$ cat config.mk
export PLATFORM = sky130hd
export DESIGN_NAME = dfalx_front
export DESIGN_NICKNAME = d
export VERILOG_FILES = /design/src/hdl/dfalx_pkg.sv /design/src/hdl/dfalx_front.sv
export SDC_FILE = /design/constraint.sdc
export NUM_CORES = 1
export LEC_CHECK = 0
export ABC_AREA = 1
export BUFFER_PORTS_ARGS = -buffer_cell sky130_fd_sc_hd__buf_4
export CAP_MARGIN = 5
export CELL_PAD_IN_SITES_DETAIL_PLACEMENT = 1
export CELL_PAD_IN_SITES_GLOBAL_PLACEMENT = 1
export CORE_MARGIN = 4
export CORE_UTILIZATION = 30
export DETAILED_ROUTE_END_ITERATION = 10
export PLACE_DENSITY = 0.7
export SYNTH_ARGS = -nofsm -noshare
export SYNTH_HDL_FRONTEND = slang
export SYNTH_SLANG_ARGS = --single-unit
$ cat constraint.sdc
create_clock -name clk_i -period 4 [get_ports clk_i]
set_input_delay 0 -clock clk_i [delete_from_list [all_inputs] [get_ports clk_i]]
set_output_delay 0 -clock clk_i [all_outputs]
set_load 0.01 [all_outputs]
$ cat src/hdl/dfalx_pkg.sv
package dfalx_pkg;

  localparam int unsigned STATE_W    = 8;
  localparam int unsigned CLASS_W    = 6;
  localparam int unsigned CHAR_W     = 21;
  localparam int unsigned CT_AW      = 8;
  localparam int unsigned TT_AW      = STATE_W + CLASS_W;
  localparam int unsigned ACC_W      = 9;
  localparam int unsigned TYPE_W     = 8;
  localparam int unsigned TOK_AW     = 5;
  localparam int unsigned LEN_W      = TOK_AW + 1;
  localparam int unsigned ROW_W      = 24;
  localparam int unsigned COL_W      = 16;
  localparam int unsigned KIND_W     = 2;
  localparam int unsigned OP_W       = 3;
  localparam int unsigned IN_DATA_W  = 56;
  localparam int unsigned OUT_DATA_W = 72;

  localparam logic [LEN_W-1:0]  MAX_TOKEN = LEN_W'(32);
  localparam logic [CHAR_W-1:0] CHAR_NL   = CHAR_W'(10);

  localparam logic [KIND_W-1:0] KIND_TOKEN = 2'd0;
  localparam logic [KIND_W-1:0] KIND_ERROR = 2'd1;
  localparam logic [KIND_W-1:0] KIND_END   = 2'd2;

  typedef enum logic [OP_W-1:0] {
    OP_CHAR   = 3'd0,
    OP_CLASS  = 3'd1,
    OP_TRANS  = 3'd2,
    OP_ACCEPT = 3'd3,
    OP_EOI    = 3'd4
  } op_e;

  typedef struct packed {
    op_e                      op;
    logic [CHAR_W-1:0]        char_code;
    logic [STATE_W-1:0]       state_index;
    logic [CLASS_W-1:0]       class_index;
    logic                     next_valid;
    logic [STATE_W-1:0]       next_state;
    logic signed [ACC_W-1:0]  accept_code;
  } item_t;

endpackage

$ cat src/hdl/dfalx_front.sv
module dfalx_front (
  input  logic                              clk_i,
  input  logic                              rst_ni,
  input  logic                              s_axis_tvalid,
  output logic                              s_axis_tready,
  input  logic [dfalx_pkg::IN_DATA_W-1:0]   s_axis_tdata,
  input  logic [dfalx_pkg::OP_W-1:0]        s_axis_tuser,
  output logic                              q_valid_o,
  output dfalx_pkg::item_t                  q_item_o,
  input  logic                              q_pop_i
);
  import dfalx_pkg::*;

  item_t      fifo_q [2];
  logic       wr_ptr_q, rd_ptr_q;
  logic [1:0] cnt_q;
  item_t      item;
  logic       keep;
  logic       push;

  assign s_axis_tready = (cnt_q != 2'd2);
  assign q_valid_o     = (cnt_q != 2'd0);
  assign q_item_o      = fifo_q[rd_ptr_q];

  always_comb begin
    item.char_code   = s_axis_tdata[20:0];
    item.state_index = s_axis_tdata[28:21];
    item.class_index = s_axis_tdata[34:29];
    item.next_valid  = s_axis_tdata[35];
    item.next_state  = s_axis_tdata[43:36];
    item.accept_code = s_axis_tdata[52:44];
    item.op          = OP_CHAR;
    keep             = 1'b1;
    // unused op codes and class writes beyond the table are dropped here
    unique case (s_axis_tuser)
      OP_CHAR:   item.op = OP_CHAR;
      OP_CLASS: begin
        item.op = OP_CLASS;
        keep    = (s_axis_tdata[20:CT_AW] == '0);
      end
      OP_TRANS:  item.op = OP_TRANS;
      OP_ACCEPT: item.op = OP_ACCEPT;
      OP_EOI:    item.op = OP_EOI;
      default:   keep    = 1'b0;
    endcase
  end

  assign push = s_axis_tvalid && s_axis_tready && keep;

  always_ff @(posedge clk_i) begin
    if (push) begin
      fifo_q[wr_ptr_q] <= item;
    end
  end

  always_ff @(posedge clk_i or negedge rst_ni) begin
    if (!rst_ni) begin
      wr_ptr_q <= 1'b0;
      rd_ptr_q <= 1'b0;
      cnt_q    <= 2'd0;
    end else begin
      if (push) wr_ptr_q <= ~wr_ptr_q;
      if (q_pop_i) rd_ptr_q <= ~rd_ptr_q;
      cnt_q <= cnt_q + 2'(push) - 2'(q_pop_i);
    end
  end

endmodule

# [Yosys cells after proc, flatten, opt, wreduce, memory -nomap -nowiden]
# Memories as Yosys holds them, arrays and structs flattened.
# Index checks and enable logic that the tools add are counted.
[word_totals] ram_bits=112 output_inout_bits=58 word_cells=23 regBits=4 n_memories=1
[mem_list] name="fifo_q" words=2 width=56 read_ports=1 rd_clocked_by_memory_dff=0 write_ports=1 line_no="dfalx_front.sv:14" rtl="item_t fifo_q [2];"
[op_classes] eq_ne=5 n_mux=4 bitwise=2 addsub=2 reduce_logical=6
[ops] operator="zero test 13 bit" n=1
[ops] operator="one-hot mux 3 bit (4 select lines)" n=1
[ops] operator="equality test 3 x 2 -> 1 bit (second input constant)" n=2
[ops] operator="OR reduction 4 bit" n=1
[ops] operator="equality test 3 x 1 -> 1 bit (second input constant)" n=1
[ops] operator="equality test 3 bit (second input constant)" n=1
[ops] operator="zero test 3 bit" n=1
[ops] operator="adder 2 x 1 -> 2 bit" n=1
[ops] operator="logical AND 1 bit" n=2
[ops] operator="2-to-1 mux 1 bit" n=2
[ops] operator="inequality test 2 bit (second input constant)" n=1
[ops] operator="NOT 1 bit" n=2
[ops] operator="one-hot mux 1 bit (2 select lines)" n=1
[ops] operator="nonzero test 2 bit" n=1
[ops] operator="subtractor 2 x 1 -> 2 bit" n=1

# [Logic depth before layout (Yosys ltp)]
# Gate-level depths: netlist of the first run.
[logic_depth] ltp_word=6 mapped_depth=10 depth_no_buf=10

# [Worst setup path before layout of the first run]
# No wires, ideal clock.
[synth_path] path_kind="flip-flop to flip-flop" start="register cnt_q[1]" end="memory fifo_q[1][0] (netlist bit), enable pin" t_required_ps=3530 slack_ps=422 synth_period_minus_slack_ps=3578 stages_incl_launch_ff=4 t_arrival_ps=3108 cell_sequence="dfrtp_1 -> a21boi_0 -> nand2_2 -> nor2_1"
[synth_between] elab_chain_len=5
[synth_lines] element="start: declaration" line_no="dfalx_front.sv:16" rtl="logic [1:0] cnt_q;"
[synth_lines] element="start signal: assignment" line_no="dfalx_front.sv:64" rtl="cnt_q <= cnt_q + 2'(push) - 2'(q_pop_i);"
[synth_lines] element="inequality test 2 bit" line_no="dfalx_front.sv:21" rtl="assign s_axis_tready = (cnt_q != 2'd2);"
[synth_lines] element="logical AND 1 bit (2 in series)" line_no="dfalx_front.sv:48" rtl="assign push = s_axis_tvalid && s_axis_tready && keep;"
[synth_lines] element="2-to-1 mux 1 bit" line_no="dfalx_front.sv:51" rtl="if (push) begin"
[synth_lines] element="2-to-1 mux 1 bit (not written as such)" line_no="dfalx_front.sv:52" rtl="fifo_q[wr_ptr_q] <= item;"
[synth_lines] element="end: declaration" line_no="dfalx_front.sv:14"
# Every way passes these cells.

# [Final worst setup path of the first run]
[layout_path] start="register cnt_q[1]" end="memory fifo_q[0][47] (netlist bit), enable pin"
# Same word-level chain as after synthesis.

==> results_dict.tcl, run 1 <==
set metrics [dict create \
    status "completed" \
    ys_seq_elements 116 \
    syn-num-nets 281 \
    crit_chain "a21boi_0 > nand3_1 > inv_2 > buf_4" \
    synthDistinctLibCells 18 \
    grt_pass1_vias 2915 \
    grt-ovfl-total 0 \
    clk_latency_ps 410 \
    final_common_cell "buf_4" \
    pwr-share-clk_pct 32.2 \
    post-route-period-util_pct 57.64 \
    drc 0 \
    tns_ps 0 \
    min_from "s_axis_tvalid" \
    clockBufferDepth 2 \
    drive_gt1_share_pct 48.56 \
    area_growth_pct 48.98 \
    fp.dieH_um 129.9 \
    coreArea_um2 14530 \
    drtIter0Drc 169 \
    tightest_slew_ps 971.9 \
    rsz0062_at_grt "false" \
    dpl_cell_area_um2 5535 \
    port-buffer-count 117 \
    crit_buf_inv 2 \
    internal-power_mw 2.977 \
    irDropWorstVdd_uv 324.3 \
    path_clk_slew_ps 50 \
    post-cts-setup-buffers 0 \
    via_count 2567 \
    cts_tree "done" \
    period_needed_ps 2306 \
    start_util_pct 30.66 \
    slew_viol_final 0 \
    drt_pass1_iterations 4 \
    seqPwrFrac_pct 41.8 \
    synth_top_area_share_pct 75.48 \
    cts_resized 0 \
    synth_top_family_by_area "multiplexers" \
    crit_arrival_ps 2360 \
    synth_compound_area_share_pct 0.1685 \
    finalSetupViolCount 0 \
    final_cell_mix "buf_4, edfxtp_1, dlygate4sd3_1, mux2_4, mux2_2" \
    yosysWarnings 0 \
    grt_max_degree 58 \
    fin_area_um2 6638 \
    criticalPathCategory "register to register" \
    synth_xor_area_share_pct 0.5897 \
    seq_area_frac_synth_pct 77.73 \
    worstRegToRegCells 4 \
    final_antenna_net_count 0 \
    wl_per_cell_um 15.94 \
    layout.nets 473 \
    reg2reg_from "cnt_q[1]$_DFF_PN0_" \
    nFillCells 1404 \
    syn_avg_cell_area_um2 20.63 \
    cts_root_buffer "clkbuf_16" \
    place.gp.congestion 0.7462 \
    whs_path_depth 4 \
    netlist_area_um2 4456 \
    numCtsBuffers 17 \
    htreeDepth 4 \
    multiInputGateArea_um2 922.1 \
    die_area_um2 16860 \
    p_comb_share_pct 26.0 \
    yosysTopAreaCell "edfxtp_1" \
    hold_class "input port to register" \
    switching_power_mw 1.049 \
    viasPerCell 4.264 \
    antennaDiodeCount 0 \
    cts.sinks 116 \
    setup.worst_path.start "cnt_q[1]$_DFF_PN0_" \
    cts_hold_buf 60 \
    cellPowerDensity_nw_per_um2 606.5 \
    syn_inst 216 \
    leakagePower_nw 2.597 \
    hold_viol_final 0 \
    rows 44 \
    path_max_fanout 30 \
    cp-end-kind "register" \
    routed_wl_um 9594 \
    crit_required_ps 4050 \
    slowest_stage "buf_4" \
    regArea_um2 3467 \
    fmax_mhz 433.7 \
    path_depth 4 \
    max_stage_delay_ps 500 \
    swShare_pct 26.05 \
    grt_pass1_wl_um 14960 \
    ys_top_cells_by_area "edfxtp_1, mux2_4, mux2_2, dfrtp_1, nor2_1" \
    maxSlewHeadroom_pct 35.21 \
    max-cap-violations 0 \
    synthSimpleGateAreaFrac_pct 2.527 \
    worstSetupStartpointType "register" \
    synth_fa_ha_area_share_pct 0.5616 \
    top_level_ports 121 \
    muxShareOfSynthArea_pct 16.68 \
    dp_hpwl_um 5744 \
    cp_top_family "buffers and inverters" \
    die_w_um 129.9 \
    antenna_found_initial 0 \
    finClkSkew_ps 7.496 \
    grt_usage_pct 12.13 \
]
## cells in the mapped netlist
library cell / instances
mux2_4: 30
ha_1: 2
a21boi_0: 1
nand3_1: 1
dfrtp_1: 4
nor2_1: 13
xnor2_1: 2
mux2_2: 26
nand2_1: 7
nand2_2: 2
or2_1: 1
inv_1: 6
edfxtp_1: 112
xor2_1: 1
or2_2: 1
nor3b_1: 1
buf_2: 2
buf_6: 4
## state kept, by name (all words and copies together) (netlist names)
name / cells
rd_ptr_q: 1
wr_ptr_q: 1
fifo_q: 112
cnt_q: 2
## worst paths after layout
| path | slack [ps] | end |
|---|---|---|
| worst max-delay path | 1690 | fifo_q[0][47]$_DFFE_PP_ |
| worst min-delay path | 80 | wr_ptr_q$_DFFE_PN0P_ |
| worst max register to register | 1690 | fifo_q[0][47]$_DFFE_PP_ |
| worst min register to register | 470 | wr_ptr_q$_DFFE_PN0P_ |
| max in group asynchronous | 3280 | rd_ptr_q$_DFFE_PN0P_ |
| min in group asynchronous | 510 | cnt_q[1]$_DFF_PN0_ |
## routing by layer
| metal | up-vias | wire [µm] | global-route usage (%) |
|---|---|---|---|
| li1 | 1205 | - | - |
| met1 | 1265 | 3686 | 12.98 |
| met2 | 83 | 5210 | 21.44 |
| met3 | 14 | 536 | 4.830 |
| met4 | 0 | 161 | 4.829 |
| met5 | - | 0 | 0 |
## per-stage QoR
| stage | util [%] | std cells | hold WS, ps | power, mW | worst slack (ps) |
|---|---|---|---|---|---|
| floorplan | - | 216 | -295.6 | 2.264 | 422.2 |
| global placement | 38.09 | 513 | -202.5 | 2.704 | 1710 |
| detailed placement | 38.09 | 513 | -198.8 | 2.731 | 1654 |
| CTS | 45.67 | 602 | 53.51 | 4.102 | 1634 |
| global route | 45.67 | 602 | 89.71 | 4.247 | 1471 |
| finish | 45.67 | 602 | 80.54 | 4.026 | 1694 |
## cell families after synthesis
group,after synthesis
muxes,56
and+or+nand+nor,26
xor gates and xnor gates,3
adders and majority gates,2
AOI/OAI and AO/OA,1
DFF,116
buffers and inverters,12
## power groups by stage
stage	sequential, mW	combinational, mW	clock, mW
2_1_floorplan	1.56	0.706	0
3_3_place_gp	1.70	1.00	0
3_5_place_dp	1.72	1.01	0
4_1_cts	1.69	1.07	1.34
5_1_grt	1.71	1.12	1.41
6_report	1.68	1.05	1.30
## cell type report
type | count | share of cell area [%]
sequential | 116 | 52.23
timing repair buffer | 179 | 22.51
multi-input combinational | 88 | 13.89
clock buffer | 19 | 6.522
tap | 184 | 3.468
clock inverter | 10 | 1.037
inverter | 6 | 0.3393
## worst reg2reg max path, cell delays in order (launching register included)
cell and delay [ps]:
dfrtp_1 420, a21boi_0 340, nand3_1 170, inv_2 490, buf_4 510
(Power assumes the default switching activity.)
==> inputs of run 2 (changes only) <==
--- a/config.mk
+++ b/config.mk
@@ -13,7 +13,7 @@
 export CORE_MARGIN = 4
 export CORE_UTILIZATION = 30
 export DETAILED_ROUTE_END_ITERATION = 10
-export PLACE_DENSITY = 0.7
+export PLACE_DENSITY = 0.72
 export SYNTH_ARGS = -nofsm -noshare
 export SYNTH_HDL_FRONTEND = slang
 export SYNTH_SLANG_ARGS = --single-unit
==> constraint.sdc (replaced) <==
create_clock -name clk_i -period 1.9 [get_ports clk_i]
set_input_delay 0 -clock clk_i [delete_from_list [all_inputs] [get_ports clk_i]]
set_output_delay 0 -clock clk_i [all_outputs]
set_load 0.01 [all_outputs]
==> run 2 against run 1 <==
Effect of this change: critical path depth is 1 lower; count of clock-buffer cells in the layout rose by 2; die area is the same; clock power is 110% higher; via count rose by 0.12%; largest cell class unchanged; critical endpoint is now q_item_o[55]; clock skew increased by 1.6 ps.
==> results_dict.tcl, run 2 (synthesized netlist as in run 1, its figures left out) <==
set metrics [dict create \
    status "completed" \
    area_growth_pct 51.25 \
    path_clk_slew_ps 50 \
    crit_required_ps 1900 \
    htreeDepth 4 \
    numCtsBuffers 17 \
    drt_pass1_iterations 4 \
    dp_hpwl_um 6153 \
    rows 44 \
    final_util_pct 46.37 \
    drc 0 \
    final_antenna_net_count 0 \
    largest_register_ffs 112 \
    crit_arrival_ps 1720 \
    via_count 2570 \
    place_ws_ps 317.3 \
    clockBufferDepth 2 \
    regArea_um2 3467 \
    largest-register "fifo_q" \
    criticalPathCategory "register to output pin" \
    drtIter0Drc 97 \
    timing.rr.end "fifo_q[0][51]$_DFFE_PP_" \
    setup.worst_path.start "rd_ptr_q$_DFFE_PN0P_" \
    worstSetupEndpoint "q_item_o[55]" \
    cellPowerDensity_nw_per_um2 1283 \
    setup_ws_ps 177.0 \
    top_level_ports 121 \
    drive_gt1_share_pct 49.65 \
    coreArea_um2 14530 \
    maxSlewHeadroom_pct 82.37 \
    reg.largest.list "fifo_q x112, cnt_q x2" \
    finClkSkew_ps 9.130 \
    final_cell_mix "buf_4, edfxtp_1, dlygate4sd3_1, mux2_4, mux2_2" \
    fmax_mhz 580.4 \
    grt_max_degree 41 \
    die_w_um 129.9 \
    fp.dieH_um 129.9 \
    cts_tree "done" \
    die_area_um2 16860 \
    wl_per_cell_um 16.37 \
    worstSetupStartpointType "register" \
    worstRegToRegCells 5 \
    start_util_pct 30.66 \
    grt-ovfl-total 0 \
    cp-end-kind "output pin" \
    cts_root_buffer "clkbuf_16" \
    nFillCells 1406 \
    multiInputGateArea_um2 925.9 \
    reg2reg_from "cnt_q[0]$_DFF_PN0_" \
    antennaDiodeCount 0 \
    port-buffer-count 117 \
    grt_usage_pct 12.30 \
    path_max_fanout 21 \
    hold_class "input port to register" \
    viasPerCell 4.234 \
    routed_wl_um 9934 \
    place.gp.congestion 0.7029 \
    slew_viol_final 0 \
    grt_pass1_vias 2921 \
    layout.nets 478 \
    post-route-period-util_pct 90.68 \
    max-cap-violations 0 \
    period_needed_ps 1723 \
    finalSetupViolCount 0 \
    hold_viol_final 0 \
    grt_pass1_wl_um 15310 \
    cts_resized 0 \
    final_common_cell "buf_4" \
    tightest_slew_ps 264.5 \
    clk_latency_ps 400 \
    rrSetupSlack_ps 380 \
    cts.sinks 116 \
    irDropWorstVdd_uv 573.3 \
    leakagePower_nw 2.626 \
    antenna_found_initial 0 \
    rsz0062_at_grt "false" \
]
[run 2: changes by cell type in the layout (fill, tap and decap cells not counted), moves of 2 or more]
cell,change
clkinvlp_4,+2
buf_12,+4
clkbuf_1,+2
clkinv_1,-2
[run 2: worst min-delay path by stage]
stage / from / to / slack (ps) / cells after the start
floorplan: rst_ni / cnt_q[0]$_DFF_PN0_ / -300 / 0
global placement: rst_ni / cnt_q[0]$_DFF_PN0_ / -200 / 1
detailed placement: rst_ni / rd_ptr_q$_DFFE_PN0P_ / -200 / 1
CTS: s_axis_tvalid / wr_ptr_q$_DFFE_PN0P_ / 70 / 5
global route: s_axis_tvalid / wr_ptr_q$_DFFE_PN0P_ / 110 / 5
finish: s_axis_tvalid / wr_ptr_q$_DFFE_PN0P_ / 90 / 5
[run 2: critical path, stage by stage (launching register included)]
cell and delay [ps]:
dfrtp_4 550, buf_12 230, mux2_2 370, buf_4 140
[run 2: repair_timing]
action | CTS | global route
setup endpoints to repair | 2 | 0
hold buffers | 60 | 0
hold endpoints to repair | 117 | 0
buffers inserted | 1 | 0
[run 2: power breakdown]
group / switching [mW] / leakage, nW / total, mW / internal [mW]
logic: 1.11 / 1.31 / 2.59 / 1.48
registers: 0.150 / 1.07 / 3.31 / 3.16
clock network: 0.999 / 0.245 / 2.74 / 1.75
[run 2: layout make-up]
class	instances	share of cell area (%)
flip-flops and latches	116	51.45
repair buffers	184	23.52
multi-input cells	88	13.74
clock buffers	21	6.535
well taps	184	3.416
clock inverters	8	0.9469
inverters	6	0.3899
[run 2: through the flow]
step	cell area (µm²)	hold WS (ps)	TNS, ps	power (mW)	std cells
CTS	6739	69.95	0	8.803	607
detailed placement	5623	-195.5	0	5.878	517
finish	6739	90.79	0	8.647	607
global placement	5623	-198.7	0	5.824	517
floorplan	4471	-295.6	-685.6	4.778	216
global route	6739	111.5	0	9.094	607
[run 2: routing by layer]
layer  global-route usage [%]  part of all wire [%]  wire length, µm
met2                    21.81                    54             5363
met1                    13.69                    39             3891
met5                        0                     0                0
met3                    3.725                   5.1              509
met4                    5.318                   1.7              169
